[config.mk]
export PLATFORM = sky130hd
export DESIGN_NAME = alarm_table_time_match_flat
export DESIGN_NICKNAME = d
export VERILOG_FILES = /design/src/rtl/core/atm_pkg.sv /design/src/rtl/core/atm_if.sv /design/src/rtl/core/atm_ram.sv /design/src/rtl/core/atm_ctrl.sv /design/src/rtl/core/alarm_table_time_match.sv /design/src/flat_wrapper.sv
export SDC_FILE = /design/constraint.sdc
export NUM_CORES = 1
export LEC_CHECK = 0
export BUFFER_PORTS_ARGS = -buffer_cell sky130_fd_sc_hd__buf_2
export CORE_UTILIZATION = 55
export DETAILED_ROUTE_END_ITERATION = 8
export GPL_TIMING_DRIVEN = 0
export PLACE_DENSITY_LB_ADDON = 0.1
export SLEW_MARGIN = 25
export SYNTH_ARGS = -nofsm -noshare
export SYNTH_HDL_FRONTEND = slang
export SYNTH_SLANG_ARGS = --single-unit
[constraint.sdc]
create_clock -name clk -period 6.5 [get_ports clk]
set_clock_uncertainty 0.05 [all_clocks]
set_input_delay 0.975 -clock clk [delete_from_list [all_inputs] [get_ports clk]]
set_output_delay 0.975 -clock clk [all_outputs]
set_load 0.05 [all_outputs]
[src/rtl/core/atm_pkg.sv]
// ============================================================================
// atm_pkg
// Shared types, codes and helpers for the alarm table time match block.
// ============================================================================
`default_nettype none

package atm_pkg;

  localparam int unsigned HOURS_PER_DAY = 24;
  localparam int unsigned MASK_W        = 5;

  typedef enum logic {
    CMD_TICK = 1'b0,
    CMD_SET  = 1'b1
  } cmd_e;

  typedef enum logic [1:0] {
    MODE_ONCE     = 2'd0,
    MODE_PERIODIC = 2'd1,
    MODE_DAILY    = 2'd2,
    MODE_WEEKLY   = 2'd3
  } mode_e;

  typedef enum logic [1:0] {
    ST_IDLE,
    ST_SCAN,
    ST_DONE
  } state_e;

  // One alarm slot as held in the table memory.
  typedef struct packed {
    mode_e      mode;
    logic [4:0] hour;
    logic [5:0] minute;
    logic [5:0] second;
    logic [7:0] period;
  } slot_entry_t;

  // Finished result handed from the sequencer to the output stage.
  typedef struct packed {
    logic              vld;
    logic [MASK_W-1:0] fired_mask;
  } result_t;

  // (hour + period) mod 24. Split off the low three bits, then take the
  // upper part mod 3 through a reciprocal multiply (x * 171 >> 9 is exact
  // for x up to 35, and the sum never exceeds 286).
  function automatic logic [4:0] hour_advance(input logic [4:0] h, input logic [7:0] p);
    logic [8:0]  sum;
    logic [5:0]  upper;
    logic [13:0] prod;
    logic [4:0]  quot;
    logic [5:0]  rem;
    sum   = {4'b0000, h} + {1'b0, p};
    upper = sum[8:3];
    prod  = {8'd0, upper} * 14'd171;
    quot  = prod[13:9];
    rem   = upper - 6'({1'b0, quot} * 6'd3);
    return {rem[1:0], sum[2:0]};
  endfunction

endpackage

`default_nettype wire

[src/rtl/core/atm_if.sv]
// ============================================================================
// atm_if
// Handshake channels for alarm commands and fired-mask results.
// ============================================================================
`default_nettype none

interface atm_req_if;
  logic       valid;
  logic       ready;
  logic       command;
  logic [2:0] slot;
  logic [4:0] hour;
  logic [5:0] minute;
  logic [5:0] second;
  logic [1:0] mode;
  logic [7:0] period;

  modport source (output valid, command, slot, hour, minute, second, mode, period,
                  input ready);
  modport sink   (input valid, command, slot, hour, minute, second, mode, period,
                  output ready);
endinterface

interface atm_rsp_if;
  logic       valid;
  logic       ready;
  logic [4:0] fired_mask;

  modport source (output valid, fired_mask, input ready);
  modport sink   (input valid, fired_mask, output ready);
endinterface

`default_nettype wire

[src/rtl/core/atm_ram.sv]
// ============================================================================
// atm_ram
// Generic single-write, single-read memory with registered read data.
// ============================================================================
`default_nettype none

module atm_ram #(
  parameter int unsigned WIDTH = 8,
  parameter int unsigned DEPTH = 8
) (
  input  wire logic                                  clk,
  input  wire logic                                  we,
  input  wire logic [((DEPTH > 1) ? $clog2(DEPTH) : 1)-1:0] waddr,
  input  wire logic [WIDTH-1:0]                      wdata,
  input  wire logic                                  re,
  input  wire logic [((DEPTH > 1) ? $clog2(DEPTH) : 1)-1:0] raddr,
  output logic      [WIDTH-1:0]                      rdata
);

  logic [WIDTH-1:0] mem [DEPTH];

  always_ff @(posedge clk) begin
    if (we) begin
      mem[waddr] <= wdata;
    end
    if (re) begin
      rdata <= mem[raddr];
    end
  end

endmodule

`default_nettype wire

[src/rtl/core/atm_ctrl.sv]
// ============================================================================
// atm_ctrl
// Command sequencer: writes slots, scans the table on a tick, updates hits.
// ============================================================================
`default_nettype none

module atm_ctrl #(
  parameter int unsigned NUM_SLOTS = 5
) (
  input  wire logic         clk,
  input  wire logic         rst,
  atm_req_if.sink           req,
  output atm_pkg::result_t  res,
  input  wire logic         res_ready
);

  localparam int unsigned IDX_W = (NUM_SLOTS > 1) ? $clog2(NUM_SLOTS) : 1;

  atm_pkg::state_e      state, state_next;
  logic [IDX_W-1:0]     idx;
  logic [NUM_SLOTS-1:0] en;
  logic [atm_pkg::MASK_W-1:0] mask;
  logic [4:0]           t_hour;
  logic [5:0]           t_minute;
  logic [5:0]           t_second;

  logic                 accept;
  logic                 is_set;
  logic                 slot_ok;
  logic [7:0]           slot_ext;
  logic [IDX_W-1:0]     slot_addr;
  logic                 last;
  logic                 hit;
  logic [atm_pkg::MASK_W-1:0] hit_bits;

  logic                 ram_we;
  logic [IDX_W-1:0]     ram_waddr;
  atm_pkg::slot_entry_t ram_wdata;
  logic                 ram_re;
  logic [IDX_W-1:0]     ram_raddr;
  atm_pkg::slot_entry_t ram_rdata;

  atm_ram #(
    .WIDTH ($bits(atm_pkg::slot_entry_t)),
    .DEPTH (NUM_SLOTS)
  ) u_table (
    .clk   (clk),
    .we    (ram_we),
    .waddr (ram_waddr),
    .wdata (ram_wdata),
    .re    (ram_re),
    .raddr (ram_raddr),
    .rdata (ram_rdata)
  );

  always_comb begin
    req.ready = (state == atm_pkg::ST_IDLE);
    accept    = req.valid && req.ready;
    is_set    = (atm_pkg::cmd_e'(req.command) == atm_pkg::CMD_SET);
    slot_ext  = {5'd0, req.slot};
    slot_ok   = (slot_ext < 8'(NUM_SLOTS));
    slot_addr = slot_ext[IDX_W-1:0];
    last      = (idx == IDX_W'(NUM_SLOTS - 1));

    hit = en[idx] && (ram_rdata.hour == t_hour) && (ram_rdata.minute == t_minute) &&
          (ram_rdata.second == t_second);

    hit_bits = '0;
    for (int j = 0; j < int'(atm_pkg::MASK_W); j++) begin
      if ((j < int'(NUM_SLOTS)) && (idx == IDX_W'(j))) begin
        hit_bits[j] = hit;
      end
    end

    // Write port: slot load on a set, hour write-back on a periodic hit.
    if (state == atm_pkg::ST_SCAN) begin
      ram_we         = hit && (ram_rdata.mode == atm_pkg::MODE_PERIODIC);
      ram_waddr      = idx;
      ram_wdata      = ram_rdata;
      ram_wdata.hour = atm_pkg::hour_advance(ram_rdata.hour, ram_rdata.period);
    end else begin
      ram_we           = accept && is_set && slot_ok;
      ram_waddr        = slot_addr;
      ram_wdata.mode   = atm_pkg::mode_e'(req.mode);
      ram_wdata.hour   = req.hour;
      ram_wdata.minute = req.minute;
      ram_wdata.second = req.second;
      ram_wdata.period = req.period;
    end

    // Read port runs one entry ahead of the compare.
    if (state == atm_pkg::ST_SCAN) begin
      ram_re    = !last;
      ram_raddr = IDX_W'(idx + 1'b1);
    end else begin
      ram_re    = accept && !is_set;
      ram_raddr = '0;
    end

    res.vld        = (state == atm_pkg::ST_DONE);
    res.fired_mask = mask;

    state_next = state;
    unique case (state)
      atm_pkg::ST_IDLE: begin
        if (accept) begin
          state_next = is_set ? atm_pkg::ST_DONE : atm_pkg::ST_SCAN;
        end
      end
      atm_pkg::ST_SCAN: begin
        if (last) begin
          state_next = atm_pkg::ST_DONE;
        end
      end
      atm_pkg::ST_DONE: begin
        if (res_ready) begin
          state_next = atm_pkg::ST_IDLE;
        end
      end
      default: state_next = atm_pkg::ST_IDLE;
    endcase
  end

  always_ff @(posedge clk) begin
    if (rst) begin
      state <= atm_pkg::ST_IDLE;
    end else begin
      state <= state_next;
    end
  end

  always_ff @(posedge clk) begin
    if (rst) begin
      en <= '0;
    end else if (accept && is_set && slot_ok) begin
      en[slot_addr] <= 1'b1;
    end else if ((state == atm_pkg::ST_SCAN) && hit &&
                 (ram_rdata.mode == atm_pkg::MODE_ONCE)) begin
      en[idx] <= 1'b0;
    end
  end

  always_ff @(posedge clk) begin
    if (rst) begin
      idx  <= '0;
      mask <= '0;
    end else if (accept) begin
      idx  <= '0;
      mask <= '0;
    end else if (state == atm_pkg::ST_SCAN) begin
      idx  <= last ? idx : IDX_W'(idx + 1'b1);
      mask <= mask | hit_bits;
    end
  end

  // Hold the tick's time for the whole scan.
  always_ff @(posedge clk) begin
    if (accept) begin
      t_hour   <= req.hour;
      t_minute <= req.minute;
      t_second <= req.second;
    end
  end

`ifndef SYNTH
  a_tick_starts_scan: assert property (@(posedge clk) disable iff (rst)
    (accept && !is_set) |=> (state == atm_pkg::ST_SCAN) && (idx == '0) && (mask == '0))
    else $error("tick did not start a scan from slot zero");

  a_set_gives_zero: assert property (@(posedge clk) disable iff (rst)
    (accept && is_set) |=> (state == atm_pkg::ST_DONE) && (mask == '0))
    else $error("set command did not produce an empty mask");

  a_set_enables: assert property (@(posedge clk) disable iff (rst)
    (accept && is_set && slot_ok) |=> en[$past(slot_addr)])
    else $error("set command did not enable its slot");

  a_once_disables: assert property (@(posedge clk) disable iff (rst)
    ((state == atm_pkg::ST_SCAN) && hit && (ram_rdata.mode == atm_pkg::MODE_ONCE))
    |=> !en[$past(idx)])
    else $error("fired once-slot stayed enabled");

  a_no_write_in_done: assert property (@(posedge clk) disable iff (rst)
    (state == atm_pkg::ST_DONE) |-> !ram_we && !ram_re)
    else $error("table accessed while a result waits");
`endif

endmodule

`default_nettype wire

[src/rtl/core/alarm_table_time_match.sv]
// ============================================================================
// alarm_table_time_match
// Alarm slot table matched against the time of day, with fired-mask output.
// ============================================================================
// A set item writes hour, minute, second, mode and period into one slot of a
// NUM_SLOTS-entry table and enables it; a set aimed past the table is dropped
// and still returns an all-zero mask. A tick item carries the time of day:
// every enabled slot whose hour, minute and second all equal the tick's
// fires, and its bit (slots 0 to 4 only) is set in the returned fired_mask.
// A fired once-slot disables itself, a fired periodic slot moves its hour on
// by its period modulo 24, and daily or weekly slots stay as they are.
// Every item returns exactly one result. A set goes straight to its result;
// a tick scans the table one slot per cycle, because the slot fields live in
// one memory with a single read port. A new item is taken as soon as the
// previous one has its result parked in the output register, even if the
// sink has not yet taken it.
// ============================================================================
`default_nettype none

module alarm_table_time_match #(
  parameter int unsigned NUM_SLOTS = 5
) (
  input wire logic clk,
  input wire logic rst,
  atm_req_if.sink  req,
  atm_rsp_if.source rsp
);

  atm_pkg::result_t           res;
  logic                       res_ready;
  logic                       out_valid;
  logic [atm_pkg::MASK_W-1:0] out_mask;

  atm_ctrl #(
    .NUM_SLOTS (NUM_SLOTS)
  ) u_ctrl (
    .clk       (clk),
    .rst       (rst),
    .req       (req),
    .res       (res),
    .res_ready (res_ready)
  );

  // Take a finished result whenever the output register is empty or drains.
  assign res_ready = !out_valid || rsp.ready;

  always_ff @(posedge clk) begin
    if (rst) begin
      out_valid <= 1'b0;
    end else if (res_ready) begin
      out_valid <= res.vld;
    end
  end

  always_ff @(posedge clk) begin
    if (res_ready && res.vld) begin
      out_mask <= res.fired_mask;
    end
  end

  assign rsp.valid      = out_valid;
  assign rsp.fired_mask = out_mask;

endmodule

`default_nettype wire

[src/flat_wrapper.sv]
// flat-port wrapper written by rule: the top's interface ports become plain ports
module alarm_table_time_match_flat 
#(
  parameter int unsigned NUM_SLOTS = 5
)
  (clk, rst, req_valid, req_command, req_slot, req_hour, req_minute, req_second, req_mode, req_period, req_ready, rsp_valid, rsp_fired_mask, rsp_ready);
  atm_req_if req_i ();
  atm_rsp_if rsp_i ();
  input wire logic clk;
  input wire logic rst;
  input wire logic [$bits(req_i.valid)-1:0] req_valid;
  input wire logic [$bits(req_i.command)-1:0] req_command;
  input wire logic [$bits(req_i.slot)-1:0] req_slot;
  input wire logic [$bits(req_i.hour)-1:0] req_hour;
  input wire logic [$bits(req_i.minute)-1:0] req_minute;
  input wire logic [$bits(req_i.second)-1:0] req_second;
  input wire logic [$bits(req_i.mode)-1:0] req_mode;
  input wire logic [$bits(req_i.period)-1:0] req_period;
  output wire logic [$bits(req_i.ready)-1:0] req_ready;
  output wire logic [$bits(rsp_i.valid)-1:0] rsp_valid;
  output wire logic [$bits(rsp_i.fired_mask)-1:0] rsp_fired_mask;
  input wire logic [$bits(rsp_i.ready)-1:0] rsp_ready;
  assign req_i.valid = req_valid;
  assign req_i.command = req_command;
  assign req_i.slot = req_slot;
  assign req_i.hour = req_hour;
  assign req_i.minute = req_minute;
  assign req_i.second = req_second;
  assign req_i.mode = req_mode;
  assign req_i.period = req_period;
  assign req_ready = req_i.ready;
  assign rsp_valid = rsp_i.valid;
  assign rsp_fired_mask = rsp_i.fired_mask;
  assign rsp_i.ready = rsp_ready;
  alarm_table_time_match #(.NUM_SLOTS(NUM_SLOTS)) u_core (.clk(clk), .rst(rst), .req(req_i), .rsp(rsp_i));
endmodule
Yosys cells after proc, flatten, opt, wreduce, memory -nomap -nowiden
Memories as Yosys holds them, arrays and structs flattened. A register that Yosys moved wholly into a read port is not among the register bits.
Cells that the tools add are included.

storage, ports and cells
  input port bits = 35
  flip-flop bits (word level) = 38
  logic and storage cells = 87
  memory bits (writable) = 135
  memories = 1
  output and inout bits = 7

cells by class
  mux-type cells = 25
  bitwise logic cells = 5
  equality and inequality tests = 13
  $mul = 2
  $lt $le $gt $ge = 5
  add/subtract/negate cells = 3
  reductions and logical operators = 24

memory list
  memory                     words  width  rd ports  clocked after memory_dff  wr ports  line           source
  u_core.u_ctrl.u_table.mem  5      27     1         1                         1         atm_ram.sv:20  logic [WIDTH-1:0] mem [DEPTH];

operators with widths
  operator                                                            number
  2-to-1 mux 27 bit                                                   1
  multiplier 6 x 8 -> 14 bit (second input constant)                  1
  logical AND 1 bit                                                   13
  == test 6 bit                                                       2
  2-to-1 mux 1 bit                                                    12
  2-to-1 mux 5 bit                                                    2
  bitwise OR 5 bit                                                    2
  adder 5 x 8 -> 9 bit                                                1
  < comparator 3 x 4 -> 1 bit (second input constant)                 2
  2-to-1 mux 2 bit                                                    4
  demux 1 bit (select 3 bit)                                          2
  == test 3 x 2 -> 1 bit (second input constant)                      2
  greater-or-equal comparator 3 x 1 -> 1 bit (second input constant)  2
  2-to-1 mux 3 bit                                                    2
  one-hot mux 2 bit (3 select lines)                                  1
  bitwise AND 5 bit                                                   1
  == test 5 bit                                                       1
  multiplier 5 x 2 -> 2 bit (second input constant)                   1
  inverter 5 bit                                                      1
  == test 2 x 1 -> 1 bit (second input constant)                      2
  logical NOT 2 bit                                                   2
  != test 2 bit (second input constant)                               2
  adder 3 x 1 -> 3 bit (second input constant)                        1
  binary-select mux 1 bit (select 3 bit)                              1
  other kinds (14)                                                    16

Logic depth before layout (Yosys ltp)
  depth in word-level cells = 9
  depth in mapped cells = 25
  depth with buffers taken out = 25

Modules after synthesis
A second synthesis with hierarchy kept.

second synthesis, totals
  cell total of the unflattened synthesis = 646
  area total of the unflattened synthesis = 9246.4 µm²

by module, submodules not included
  module                  area an instance (µm²)  times used  seq. area each (µm²)  cells an instance
  atm_ram                 6376.1                  1           4864.7                324
  atm_ctrl                2665.1                  1           810.8                 312
  alarm_table_time_match  205.2                   1           170.2                 10

Worst setup path after synthesis
OpenSTA, ideal clock, no wires.

  kind = register -> register
  start point = register u_core.u_ctrl.u_table.rdata[20] (read register of u_core.u_ctrl.u_table.mem)
  end point = memory u_core.u_ctrl.u_table.mem[0][24] (netlist name), data pin
  cell stages (with the launch flop) = 26
  data arrival time = 5104 ps
  path buffers = 0
  data required time = 6159 ps
  setup time = 291 ps
  slack = 1055 ps
  period minus slack after synthesis = 5445 ps
  path through = edfxtp_1 ha_1 inv_1 fa_1 nor2b_1 o21a_1 o21ai_2 a21boi_0 xor2_1 ha_1 inv_1 fa_1 inv_1 fa_1 ha_1 and3_4 a221oi_4 o31ai_1 xnor2_1 ha_1 xor2_1 xnor2_1 and2_1 a21boi_0 mux2i_1 o211ai_1

RTL lines
  element             line           source
  start: declaration  atm_ram.sv:17  output logic [WIDTH-1:0] rdata
  end: declaration    atm_ram.sv:20

==> summary.txt <==
Status
  • Run status: complete, no violations

Cells and area
  • Final core occ: 0.646
  • Ant diodes: 0
  • Area occupied by multi-input gates: 0.00298 mm2
  • Fill cells: 1214
  • Fin nets: 852
  • Area grow syn2layout: 14.4%
  • Finished Layout Cells: 1009
  • Share of post-route cells with drive strength above 1: 0.172
  • Register Area: 0.00585 mm2

Setup path
  • Top cell by count, worst path: ha_1
  • WP data required: 6.61 ns
  • Crit end category: flop
  • Worst r2r src: u_core.u_ctrl.u_table.rdata[0]$_DFFE_PP_
  • Reg2Reg Depth: 25
  • Worst R2R End: u_core.u_ctrl.u_table.mem[0][24]$_DFFE_PP_
  • CP peak stage delay: just under 0.5 ns
  • Worst setup SP type: flop
  • Critical path type: flop to flop
  • Arr. time, crit path: 6.14 ns
  • Worst Path Max Fanout: 5
  • Setup slack, reg-to-reg: 0.48 ns
  • Crit-path slowest cell: fa_1

Timing
  • Slew @ Worst Pin: 0.825 ns
  • Final setup TNS: 0 ns
  • Count of final setup violators: 0
  • Final Hold Vio Count: 0
  • Final period utilization: 0.926
  • Final WS setup: 0.478 ns
  • Hold WS: 0.381 ns
  • Max Clock Freq: 166 MHz
  • Unrepaired setup endpoints after global routing: false
  • Slew Limit Headroom: 0.444
  • Fin. max-slew vios: 0
  • Min Tclk post-route: approximately 6 ns

Global routing
  • Initial antenna violation count: 0
  • Number of global-route vias before repair: ~5900
  • Gr usage total: 0.264
  • First-pass GRT wire length: about 32000 um
  • Largest net degree at the start of global routing: 21
  • Remaining global-route overflow: 0

Synthesis
  • Synth unique cells: 54
  • Synthesized area: 0.00900 mm2
  • Most frequent cell after synthesis: edfxtp_1
  • Synthesis warning total: 0
  • Post-synth top area share: 0.614
  • Synth cell count leaders: edfxtp_1, nand2_1, o21ai_0
  • Synthesized instance count: 712
  • Syn nets: 784
  • Largest cells by area after synthesis: edfxtp_1, nand2_1, ha_1
  • Sequential-to-total area share from yosys stat: 0.650
  • Yosys reg bits: 200
  • Avg Cell Area, Syn: 12.6 um2
  • Synth async-reset ratio: 0
  • Main synth FF type: edfxtp_1
  • Synth area leader: edfxtp_1
  • EDFF count, synth: 184

Placement
  • Number of I/O port buffers: 39
  • Placed cells: 977
  • Detailed Place HPWL: roughly 14000 um
  • RePlAce Congestion: just over 0.8
  • Dpl ws: 0.466 ns

Floorplan
  • Core ar.: 0.0159 mm2
  • Cell row count: 46
  • Starting density of the core: 0.565
  • Die width: approximately 130 um
  • Die Area: 0.0169 mm2
  • IO Pins: 42
  • Chip height: 130 um

Clocking
  • Clock sink total: 200
  • Root Driver: clkbuf_16
  • CTS Buf Count: 17
  • Clock buffer depth: 2
  • # H-tree levels: 4
  • Worst-path clk slew: approximately 0.070 ns
  • Clk_lat worst skew: approximately 0.44 ns
  • CTS tree: built

Min path
  • Hold Path Depth: 0
  • Hold worst-path end: u_core.rsp.fired_mask[3]$_DFFE_PP_
  • Worst hold path startpoint: u_core.u_ctrl.mask[3]$_SDFFE_PP0P_
  • Worst hold path class: flop to flop

Drt
  • Wire length per cell: slightly above 20 um
  • First-pass DRT Iterations: 5
  • Iteration-0 DRC Markers: 596
  • Post-DR vias/cell: between 5 and 6
  • Vias: 5792
  • Antenna-violating nets left: 0
  • Routed WL: 20500 um
  • DRC: 0

Power and ir drop
  • Peak supply drop: 0.283 mV
  • Pwr dens: 324 mW/mm2
  • Leakage: 3.72 nW

Job
  • Max-cap violations: 0
[how the worst max path moves through the flow]
| stage | endpoint | slack, ns | startpoint | cells after the start |
|---|---|---|---|---|
| after floorplan | u_core.u_ctrl.u_table.mem[0][24]$_DFFE_PP_ | 1.05 | u_core.u_ctrl.u_table.rdata[20]$_DFFE_PP_ | 25 |
| after global placement | u_core.u_ctrl.u_table.mem[0][24]$_DFFE_PP_ | 0.57 | u_core.u_ctrl.u_table.rdata[0]$_DFFE_PP_ | 25 |
| after detailed placement | u_core.u_ctrl.u_table.mem[0][24]$_DFFE_PP_ | 0.47 | u_core.u_ctrl.u_table.rdata[0]$_DFFE_PP_ | 25 |
| after CTS | u_core.u_ctrl.u_table.mem[0][24]$_DFFE_PP_ | 0.39 | u_core.u_ctrl.u_table.rdata[0]$_DFFE_PP_ | 25 |
| after global routing | u_core.u_ctrl.u_table.mem[1][24]$_DFFE_PP_ | 0.02 | u_core.u_ctrl.u_table.rdata[20]$_DFFE_PP_ | 25 |
| final | u_core.u_ctrl.u_table.mem[0][24]$_DFFE_PP_ | 0.48 | u_core.u_ctrl.u_table.rdata[0]$_DFFE_PP_ | 25 |
[layer usage]
metal / vias up / GRT usage / part of all wire
met5: - / 0 / 0
met4: 0 / 0.0725 / 0.015
met3: 26 / 0.0533 / 0.078
met2: 244 / 0.451 / 0.49
met1: 2833 / 0.345 / 0.42
li1: 2689 / - / -
[registers in the layout, summed over array words and instances (netlist names)]
name and flops:
u_core.u_ctrl.en 5, u_core.u_ctrl.u_table.rdata 27, u_core.u_ctrl.state 2, u_core.u_ctrl.mask 5
u_core.u_ctrl.t_hour 5, u_core.rsp.valid 1, u_core.u_ctrl.t_minute 6, u_core.u_ctrl.t_second 6
u_core.u_ctrl.u_table.mem 135, u_core.u_ctrl.idx 3, u_core.rsp.fired_mask 5
[per-stage QoR]
step	power, mW	cell area [um2]
global placement	2.23	9470
CTS	3.35	10300
detailed placement	2.28	9680
global route	3.49	10300
finish	3.34	10300
floorplan	2.07	9000
[final cells by class]
class	count	share of cell area
clock inverters	15	0.0183
inverters	24	0.00875
flip-flops and latches	200	0.568
well taps	216	0.0262
multi-input cells	458	0.290
plain buffers	30	0.0122
clock buffers	17	0.0413
repair buffers	49	0.0357
[cell usage in the layout, fill, tap and decap left out, types with 19 or more instances in the layout]
cell	count
inv_1	21
nand2_1	163
buf_2	46
mux2_2	27
xnor2_1	23
nand3_1	30
clkbuf_1	20
nor2_1	19
o21ai_0	53
edfxtp_1	184
ha_1	29
[kinds of logic after synthesis]
logic type,Yosys count,share of synthesized area
simple gates,251,0.125
flops,200,0.650
compound gates,110,0.0766
buf+inv,54,0.0239
fa+ha+maj,37,0.0581
mux,31,0.0382
xor+xnor,29,0.0282
[power by group]
group          total (mW)  internal (mW)  switching (mW)
logic               0.748          0.310           0.438
registers            1.50           1.48          0.0259
clock network        1.09          0.584           0.504
total                3.34           2.37           0.968
[critical path: cells and delay by family (launching register included)]
kind	cells	cell delay, ns
AO/OA/AOI/OAI	7	1.41
XOR/XNOR	4	0.65
adder cells (fa/ha/maj)	7	2.46
buffers and inverters	3	0.19
flip-flops	1	0.39
multiplexers	1	0.10
AND/OR/NAND/NOR	3	0.50
[timing repair]
item | in CTS | in global routing
resized for setup | 0 | 1
setup buffers | 0 | 0
hold buffers | 0 | 0
setup endpoints to repair | 0 | 5
Power figures use the tool's default switching activity.
